## config.mk

```make
export PLATFORM = sky130hd
export DESIGN_NAME = sorted_table_insert_remove
export DESIGN_NICKNAME = d
export VERILOG_FILES = /design/src/hdl/sti_pkg.sv /design/src/hdl/sorted_table_insert_remove.sv /design/src/hdl/sti_cell.sv
export SDC_FILE = /design/constraint.sdc
export NUM_CORES = 2
export LEC_CHECK = 0
export ABC_AREA = 1
export BUFFER_PORTS_ARGS = -buffer_cell sky130_fd_sc_hd__buf_2
export CAP_MARGIN = 25
export CORE_MARGIN = 5
export CORE_UTILIZATION = 45
export DETAILED_ROUTE_END_ITERATION = 6
export GPL_ROUTABILITY_DRIVEN = 1
export PLACE_DENSITY = 0.59
export SYNTH_ARGS = -nofsm -noshare
export SYNTH_HDL_FRONTEND = slang
export SYNTH_SLANG_ARGS = --single-unit
```

## constraint.sdc

```tcl
create_clock -name clk -period 3.6 [get_ports clk]
set_clock_uncertainty 0.2 [all_clocks]
set_input_delay 0.72 -clock clk [delete_from_list [all_inputs] [get_ports clk]]
set_output_delay 0.72 -clock clk [all_outputs]
set_load 0.03 [all_outputs]
```

## src/hdl/sti_pkg.sv

```systemverilog
// ----------------------------------------------------------------------------
// Sorted table package
// Operation and status codes, data width and the command that the table
// broadcasts to every cell of the row.
// ----------------------------------------------------------------------------
package sti_pkg;

  localparam int unsigned DATA_W = 32;
  localparam int unsigned COUNT_W = 5;
  localparam int unsigned POS_W = 4;

  typedef enum logic [1:0] {
    KIND_INSERT = 2'd0,
    KIND_REMOVE = 2'd1,
    KIND_READ   = 2'd2,
    KIND_NONE   = 2'd3
  } kind_t;

  typedef enum logic [1:0] {
    ST_OK        = 2'd0,
    ST_NOT_FOUND = 2'd1,
    ST_RANGE     = 2'd2,
    ST_FULL      = 2'd3
  } status_t;

  typedef struct packed {
    logic                     ins;
    logic                     rem;
    logic signed [DATA_W-1:0] value;
  } cell_cmd_t;

endpackage

```

## src/hdl/sorted_table_insert_remove.sv

```systemverilog
// ----------------------------------------------------------------------------
// Sorted table engine
// Keeps up to CAPACITY signed values in ascending order in a row of cells
// and serves insert, remove and read operations.
// ----------------------------------------------------------------------------
// The block takes one item in every clock cycle and busy is never raised.
// Each item's result appears on the out_ ports in the cycle after the item is
// accepted, marked by out_strobe for exactly one cycle; the receiver cannot
// stall it. All cells compare their entry with the item's value in the same
// cycle and shift in step, so the whole row updates together whatever
// the fill level. The count reported is taken modulo 32.
module sorted_table_insert_remove #(
  parameter int unsigned CAPACITY = 16
) (
  input  logic                                   clk,
  input  logic                                   rst_n,
  input  logic                                   start,
  output logic                                   busy,
  input  logic [1:0]                             in_kind,
  input  logic signed [sti_pkg::DATA_W-1:0]      in_value,
  input  logic [sti_pkg::POS_W-1:0]              in_position,
  output logic                                   out_strobe,
  output logic signed [sti_pkg::DATA_W-1:0]      out_read_value,
  output logic [1:0]                             out_status,
  output logic [sti_pkg::COUNT_W-1:0]            out_count
);

  localparam int unsigned CNT_W = $clog2(CAPACITY + 1);
  localparam int unsigned CMP_W = (CNT_W > sti_pkg::POS_W) ? CNT_W : sti_pkg::POS_W;
  localparam int unsigned RD_N  = (CAPACITY < 16) ? CAPACITY : 16;

  logic                              accept;
  logic [CNT_W-1:0]                  count_r;
  logic [CNT_W-1:0]                  count_nxt;
  logic                              full;
  logic                              found;
  logic                              ins_ok;
  logic                              rem_ok;
  logic [CMP_W-1:0]                  pos_ext;
  logic [CMP_W-1:0]                  cnt_ext;
  logic signed [sti_pkg::DATA_W-1:0] rd_val;
  logic signed [sti_pkg::DATA_W-1:0] rd_sel;
  logic [1:0]                        status;
  sti_pkg::cell_cmd_t                cmd;

  logic signed [sti_pkg::DATA_W-1:0] cell_val [CAPACITY];
  logic [CAPACITY-1:0]               cell_sh;
  logic [CAPACITY-1:0]               cell_eq;
  logic [CAPACITY-1:0]               cell_valid;

  logic                              out_strobe_r;
  logic signed [sti_pkg::DATA_W-1:0] out_read_value_r;
  logic [1:0]                        out_status_r;
  logic [sti_pkg::COUNT_W-1:0]       out_count_r;

  assign busy   = 1'b0;
  assign accept = start && !busy;
  assign full   = (count_r == CNT_W'(CAPACITY));
  assign found  = |cell_eq;
  assign ins_ok = accept && (in_kind == sti_pkg::KIND_INSERT) && !full;
  assign rem_ok = accept && (in_kind == sti_pkg::KIND_REMOVE) && found;

  assign cmd.ins   = ins_ok;
  assign cmd.rem   = rem_ok;
  assign cmd.value = in_value;

  genvar g;
  generate
    for (g = 0; g < CAPACITY; g++) begin : g_cell
      assign cell_valid[g] = (CNT_W'(g) < count_r);
      if (g == 0) begin : g_first
        sti_cell u_cell (
          .clk       (clk),
          .cmd       (cmd),
          .valid     (cell_valid[g]),
          .left_val  (in_value),
          .left_sh   (1'b0),
          .right_val ((CAPACITY > 1) ? cell_val[(CAPACITY > 1) ? 1 : 0] : cell_val[0]),
          .entry     (cell_val[g]),
          .sh        (cell_sh[g]),
          .eq        (cell_eq[g])
        );
      end else if (g == CAPACITY - 1) begin : g_last
        sti_cell u_cell (
          .clk       (clk),
          .cmd       (cmd),
          .valid     (cell_valid[g]),
          .left_val  (cell_val[g-1]),
          .left_sh   (cell_sh[g-1]),
          .right_val (cell_val[g]),
          .entry     (cell_val[g]),
          .sh        (cell_sh[g]),
          .eq        (cell_eq[g])
        );
      end else begin : g_mid
        sti_cell u_cell (
          .clk       (clk),
          .cmd       (cmd),
          .valid     (cell_valid[g]),
          .left_val  (cell_val[g-1]),
          .left_sh   (cell_sh[g-1]),
          .right_val (cell_val[g+1]),
          .entry     (cell_val[g]),
          .sh        (cell_sh[g]),
          .eq        (cell_eq[g])
        );
      end
    end
  endgenerate

  assign pos_ext = CMP_W'(in_position);
  assign cnt_ext = CMP_W'(count_r);

  always_comb begin
    rd_sel = '0;
    for (int i = 0; i < RD_N; i++) begin
      if (pos_ext == CMP_W'(i)) begin
        rd_sel = cell_val[i];
      end
    end
  end

  always_comb begin
    count_nxt = count_r;
    rd_val    = '0;
    status    = sti_pkg::ST_RANGE;
    case (in_kind)
      sti_pkg::KIND_INSERT: begin
        if (full) begin
          status = sti_pkg::ST_FULL;
        end else begin
          status    = sti_pkg::ST_OK;
          count_nxt = count_r + CNT_W'(1);
        end
      end
      sti_pkg::KIND_REMOVE: begin
        if (found) begin
          status    = sti_pkg::ST_OK;
          count_nxt = count_r - CNT_W'(1);
        end else begin
          status = sti_pkg::ST_NOT_FOUND;
        end
      end
      sti_pkg::KIND_READ: begin
        if (pos_ext < cnt_ext) begin
          status = sti_pkg::ST_OK;
          rd_val = rd_sel;
        end
      end
      default: begin
        status = sti_pkg::ST_RANGE;
      end
    endcase
  end

  always_ff @(posedge clk) begin
    if (!rst_n) begin
      count_r      <= '0;
      out_strobe_r <= 1'b0;
    end else begin
      out_strobe_r <= accept;
      if (accept) begin
        count_r <= count_nxt;
      end
    end
  end

  always_ff @(posedge clk) begin
    if (accept) begin
      out_read_value_r <= rd_val;
      out_status_r     <= status;
      out_count_r      <= sti_pkg::COUNT_W'(count_nxt);
    end
  end

  assign out_strobe     = out_strobe_r;
  assign out_read_value = out_read_value_r;
  assign out_status     = out_status_r;
  assign out_count      = out_count_r;

  // The fill level never passes the capacity.
  a_count_bound: assert property (@(posedge clk) disable iff (!rst_n)
    count_r <= CNT_W'(CAPACITY))
    else $error("entry count above capacity");

  // Every accepted item gives exactly one result in the next cycle.
  a_one_result: assert property (@(posedge clk) disable iff (!rst_n)
    accept |=> out_strobe_r)
    else $error("accepted item without result");

  a_no_extra_result: assert property (@(posedge clk) disable iff (!rst_n)
    !accept |=> !out_strobe_r)
    else $error("result without accepted item");

  // A successful insert grows the table by one entry.
  a_insert_grows: assert property (@(posedge clk) disable iff (!rst_n)
    ins_ok |=> (count_r == $past(count_r) + CNT_W'(1)))
    else $error("insert did not grow the table");

  // Only a successful read carries a nonzero value.
  a_read_value_zero: assert property (@(posedge clk) disable iff (!rst_n)
    (out_strobe_r && (out_status_r != sti_pkg::ST_OK)) |-> (out_read_value_r == '0))
    else $error("nonzero read value on a failed operation");

endmodule

```

## src/hdl/sti_cell.sv

```systemverilog
// ----------------------------------------------------------------------------
// Sorted table cell
// Holds one entry, compares it with the broadcast value and, when the row
// shifts, takes the entry of its left or right neighbor or the new value.
// ----------------------------------------------------------------------------
module sti_cell (
  input  logic                                  clk,
  input  sti_pkg::cell_cmd_t                    cmd,
  input  logic                                  valid,
  input  logic signed [sti_pkg::DATA_W-1:0]     left_val,
  input  logic                                  left_sh,
  input  logic signed [sti_pkg::DATA_W-1:0]     right_val,
  output logic signed [sti_pkg::DATA_W-1:0]     entry,
  output logic                                  sh,
  output logic                                  eq
);

  logic signed [sti_pkg::DATA_W-1:0] entry_r;
  logic signed [sti_pkg::DATA_W-1:0] entry_nxt;
  logic                              ge;

  assign entry = entry_r;
  assign sh    = !valid || (cmd.value < entry_r);
  assign ge    = valid && !(entry_r < cmd.value);
  assign eq    = valid && (entry_r == cmd.value);

  always_comb begin
    entry_nxt = entry_r;
    if (cmd.ins && sh) begin
      entry_nxt = left_sh ? left_val : cmd.value;
    end else if (cmd.rem && ge) begin
      entry_nxt = right_val;
    end
  end

  always_ff @(posedge clk) begin
    entry_r <= entry_nxt;
  end

endmodule

```

; ---- Yosys cells after proc, flatten, opt, wreduce, memory -nomap -nowiden
; Index checks and enable logic that the tools add are counted.
[word_totals]
input_bits = 41
register_bits = 557
[classes]
n_addsub = 2
n_eq_ne = 34
n_mux = 68
order_cmp = 48
reduce_logical = 133
[ops]
columns = op, n
row1 = $mux W32, 61
row2 = $lt A32 B32 Y1, 31
row3 = $eq A32 B32 Y1, 16
row4 = $logic_and A1 B1 Y1, 66
row5 = $lt A4 B5 Y1 const A, 8
row6 = $eq A4 B4 Y1 const B, 8
row7 = $logic_not A1 Y1, 32
row8 = $reduce_bool A2 Y1, 15
row9 = $lt A3 B5 Y1 const A, 4
row10 = $eq A4 B3 Y1 const B, 4
row11 = $logic_or A1 B1 Y1, 16
row12 = $reduce_or A16 Y1, 1
row13 = $lt A1 B5 Y1 const A, 2
row14 = $lt A2 B5 Y1 const A, 2
row15 = $mux W5, 2
row16 = $pmux W5 S2, 1
row17 = $eq A4 B2 Y1 const B, 2
row18 = $pmux W2 S3, 1
row19 = $add A5 B1 Y5 const B, 1
row20 = $eq A5 B5 Y1 const B, 1
row21 = $logic_not A5 Y1, 1
row22 = $lt A4 B5 Y1, 1
row23 = $sub A5 B1 Y5 const B, 1
row24 = $eq A4 B1 Y1 const B, 1
row25 = other kinds (6), 7

; ---- Depth between registers and ports, before layout
[logic_depth]
word_depth = 17
ltp_mapped = 19
ltp_nobuf = 17

; ---- Cells and area by module
; A second synthesis with hierarchy kept.
[hier_totals]
cells_unflattened = 6969
area_unflattened_um2 = 49547.5
[modules_own_cells]
columns = mod, area_each_um2, cells_per_inst, n_inst
row1 = sti_cell at g_cell[0].g_first.u_cell ..., 2715.1, 362, 15
row2 = sorted_table_insert_remove, 6102.1, 1177, 1
row3 = sti_cell at g_cell[9].g_mid.u_cell, 2718.9, 362, 1

; ---- Least setup slack after synthesis
; OpenSTA, ideal clock, no wires.
[synth_timing]
path_type = input -> register
startpoint = input port in_value[30] (netlist bit)
endpoint = register g_cell[0].g_first.u_cell.entry_r, in the netlist g_cell[0].g_first.u_cell.entry[0] (enable)
t_arrival_ns = 3.303
cell_stages = 16
required_time_ns = 3.011
path_slack_ns = -0.293
setup_time_ns = 0.389
path_buffers = 2
path_cell_list = clkbuf_1 > inv_1 > ha_1 > nand2_1 > nor2_1 > nand2_1 > nor2_1 > nand3_1 > nand2_1 > nor2_1 > nand2_2 > nor2_4 > nor3_4 > buf_6 > nand3_1 > nand2_1
[synth_between]
elab_chain_cells = 6
[synth_rtl]
columns = element, line
row1 = "start, declared", sorted_table_insert_remove.sv:20  ; input logic signed [sti_pkg::DATA_W-1:0] in_value,
row2 = "parallel branches: the longest is 5 deep, another holds $lt A32 B32 Y1", --
row3 = $reduce_bool A2 Y1 (no line) *, --
row4 = "end signal, assigned", sti_cell.sv:37  ; entry_r <= entry_nxt;
row5 = "end, declared", sti_cell.sv:18  ; logic signed [sti_pkg::DATA_W-1:0] entry_r;
; Mark *: on every way between the ends.
; A chain may end at the register's enable or synchronous reset.

; ---- Worst setup path in the final report
[layout_timing]
startpoint = register g_cell[4].g_mid.u_cell.entry_r, in the netlist g_cell[4].g_mid.u_cell.entry[10]
endpoint = register g_cell[14].g_mid.u_cell.entry_r, in the netlist g_cell[14].g_mid.u_cell.entry[3] (enable)
[layout_between]
elab_chain_cells = 6
[layout_rtl]
columns = element, line
row1 = "start, declared", sti_cell.sv:18
row2 = "start signal, assigned", sti_cell.sv:37
row3 = $eq A32 B32 Y1, sti_cell.sv:25  ; assign eq = valid && (entry_r == cmd.value);
row4 = $logic_and A1 B1 Y1, sti_cell.sv:25
row5 = $reduce_or A16 Y1, sorted_table_insert_remove.sv:59  ; assign found = |cell_eq;
row6 = $logic_and A1 B1 Y1, sorted_table_insert_remove.sv:61  ; assign rem_ok = accept && (in_kind == sti_pkg::KIND_REMOVE) && found;
row7 = $logic_and A1 B1 Y1, sti_cell.sv:31  ; end else if (cmd.rem && ge) begin
row8 = $reduce_bool A2 Y1 (no line), --
row9 = "end signal, assigned", sti_cell.sv:37
row10 = "end, declared", sti_cell.sv:18
; No other way between the ends.

==> run_results.csv <==
group,metric,value,unit
power_and_ir_drop,pwr-share-seq,38.0,%
grt,grt_start_max_net_pins,65,
synth,synth_seq_area_share,35.2,%
layout,syn_to_final_growth,19.5,%
die,rows,119,
die,die_w,334,microns
power_and_ir_drop,sw_frac_of_total,32.6,%
setup_path,timing.rr.end,"g_cell[14].g_mid.u_cell.entry[3]",
synth,synth.net_count,7410,
die,start_util,45.1,%
clock_network,cts_hold_buf,0,
setup_path,required,3.75,ns
clock_network,post_cts_buffers,0,
setup_path,rrSetupSlack,0.19,ns
clock_network,clk_pin_slew,0.05,ns
power_and_ir_drop,p_int,13600,uW
timing,final_hold_viol_count,0,
power_and_ir_drop,p_leak,0.0285,uW
synth,async_reset_ff_share,0,%
die,core_area,105000,sq um
setup_path,reg2reg_depth,17,
synth,synth_xor_area_share,0.0370,%
layout,fill_cells,10400,
clock_network,cts_made_buffers,74,
timing,final_max_slew_viol_count,0,
grt,grt_pass1_vias,45600,
synth,synth-simple-area-share,35.6,%
layout,final_cells,8730,
grt,grt_pass1_wl,280000,microns
power_and_ir_drop,combPwrFrac,24.2,%
placed_design,place_area,54200,sq um
route,wl_per_cell,21.4,microns
layout,final_common_cell,"nand2_1",
grt,antenna_found_initial,1,
die,fp.dieH,334,microns
timing,relSlewSlack,32.4,%
synth,synth.area.mux_share,0,%
die,io_pins,82,
setup_path,crit_path_start,"g_cell[4].g_mid.u_cell.entry[10]",
layout,final_cell_mix,"3007 x nand2_1, 650 x inv_1, 551 x edfxtp_1, 518 x ha_1, 490 x buf_4",
route,ant_nets,0,
setup_path,endpoint_kind,"flip-flop",
route,route.detailed.drc,0,
route,vias,48400,
timing,rsz0062_at_grt,"no",
synth,synth-edff-count,551,
synth,synth.yosys.warnings,0,
setup_path,crit_arrival,3.56,ns
power_and_ir_drop,powerDensity,355,nW/um^2
clock_network,clock_sinks,557,
setup_path,start_kind,"flip-flop",
placed_design,dp_hpwl,148000,microns
synth,synth_top_family_by_area,"simple AND/OR/NAND/NOR gates",
grt,grt.total_usage,32.3,%
synth,synth-compound-area-share,7.24,%
synth,synth_cells,6851,
clock_network,ctsResizeCount,0,
clock_network,h-tree-depth,3,
layout,regArea,16700,sq um
setup_path,reg2reg_from,"g_cell[4].g_mid.u_cell.entry[10]",
min_path,whs_endpoint,"out_strobe",
route,drt_iter0_drc,5522,
clock_network,clock_tree.buffer_depth,3,
clock_network,cts_root_buffer,"clkbuf_16",
min_path,hold_depth,3,
synth,synthesis.area,47400,sq um
layout,drive_gt1_share,11.8,%
placed_design,io_buffers,80,
layout,final_nets,7837,
placed_design,gp_congestion,0.969,
synth,synth-main-ff-cell,"edfxtp_1",
min_path,hp-class,"input port to flip-flop",
layout,final_area,56600,sq um
timing,finalCriticalPeriod,3.41,ns
synth,synthAdderAreaFrac,13.7,%
clock_network,cts_tree,"done",
placed_design,place_inst,8593,
flow_run,cap_violations,0,
outcome,outcome,"finished, final reports clean",
synth,yosysUniqueCellTypes,42,
power_and_ir_drop,clockPowerShare,37.7,%
clock_network,clkLatencyLatePin,0.67,ns
timing,setup_viol,0,
synth,synth-seq-cells,557,
power_and_ir_drop,netSwitchingPower,6550,uW
setup_path,critPathMaxFanout,20,
timing,tightestPinTransition,1.01,ns
timing,min_period_over_period,94.6,%
min_path,hp-start,"rst_n",
timing,fmax,294,MHz
route,drt-total-wl,187000,microns
power_and_ir_drop,finalPower,20100,uW
setup_path,worstSetupPathType,"flip-flop to flip-flop",
layout,multi_input_area,26900,sq um
grt,gr-total-overflow,0,
route,vias_per_cell,5.54,
die,die-area,112000,sq um
synth,syn_avg_cell_area,6.92,sq um
power_and_ir_drop,vdd_drop_max,0.357,mV
route,dr.pass1.iters,7,
==> critical path: stages, from the launching register on <==
cell and delay (ns):
edfxtp_1 0.53, inv_1 0.08, ha_1 0.28, nand2_1 0.06, nor2_1 0.09, buf_4 0.13, nand2_1 0.08, nor2_1 0.25
nand3_1 0.16, nand2_1 0.12, nor2_1 0.06, nand2_2 0.13, nor2_4 0.07, nor3_4 0.18, buf_12 0.20, nand3_1 0.11
nand2_2 0.15, buf_12 0.19
==> registers in the layout (all words and copies together) (netlist names) <==
signal and flops:
out_status 2, out_strobe 1, g_cell.g_first.u_cell.entry 32, g_cell.g_mid.u_cell.entry 448
cnt_ext 5, out_count 5, g_cell.g_last.u_cell.entry 32, out_read_value 32
==> Yosys cell counts (6+ instances only) <==
cell	number	area, sq um
dfxtp_1	6	120
buf_1	7	26.3
nand3_1	244	1220
a31oi_1	8	50.1
nand4_1	408	2550
a21oi_1	338	1690
buf_2	107	536
nand2_1	3024	11400
inv_2	20	75.1
o21a_1	13	97.6
clkbuf_1	216	811
ha_1	518	6480
inv_1	650	2440
o211ai_1	14	105
o21ai_0	261	1310
nor2_1	410	1540
edfxtp_1	551	16500
o21bai_1	10	75.1
==> stage by stage <==
stage                     hold WS (ns)  util [%]  setup TNS (ns)  setup WS [ns]
after floorplan                  0.320         -               0        0.00310
after global placement           0.324      51.7         -140.98         -0.318
after detailed placement         0.329      51.7         -158.86         -0.355
after CTS                       0.0258      53.9               0          0.229
after global routing             0.104      53.9               0         0.0386
final                           0.0727      53.9               0          0.194
==> routing by layer <==
metal | share of wire, % | up-vias | global-route usage (%)
met5 | 0 | - | 0
met4 | 3.9 | 0 | 11.7
met3 | 8.4 | 363 | 4.61
met2 | 44 | 2301 | 51.8
met1 | 43 | 22300 | 44.8
li1 | - | 23400 | -
==> final cells by class <==
cell class / instances / area share, %
diodes: 2 / 0.00884
clock buffers: 95 / 3.48
clock inverters: 40 / 0.743
inverters: 672 / 4.46
multi-input cells: 5288 / 47.5
flip-flops and latches: 557 / 29.4
well taps: 1391 / 3.07
repair buffers: 685 / 11.3
==> worst max-delay path by stage <==
| stage | end | slack [ns] | cells after the start |
|---|---|---|---|
| after floorplan | g_cell[14].g_mid.u_cell.entry[0] | 0.003 | 16 |
| after global placement | g_cell[14].g_mid.u_cell.entry[7] | -0.32 | 18 |
| after detailed placement | g_cell[14].g_mid.u_cell.entry[3] | -0.36 | 18 |
| after CTS | g_cell[14].g_mid.u_cell.entry[3] | 0.23 | 17 |
| after global routing | g_cell[14].g_mid.u_cell.entry[3] | 0.04 | 17 |
| final | g_cell[14].g_mid.u_cell.entry[3] | 0.19 | 17 |
==> power by group through the flow <==
stage / clock (uW) / combinational, uW / sequential (uW)
floorplan: 0 / 2640 / 7760
global placement: 0 / 4710 / 7770
detailed placement: 0 / 4770 / 7780
CTS: 7700 / 4790 / 7640
global route: 7930 / 5320 / 7670
finish: 7590 / 4870 / 7650
==> cell families after synthesis <==
logic type | Yosys count
AOI/OAI and AO/OA | 659
xor gates and xnor gates | 2
adders and majority gates | 518
buffers and inverters | 1006
DFF | 557
other | 1
and+or+nand+nor | 4108
No activity file was read; power rests on OpenSTA's default activity.
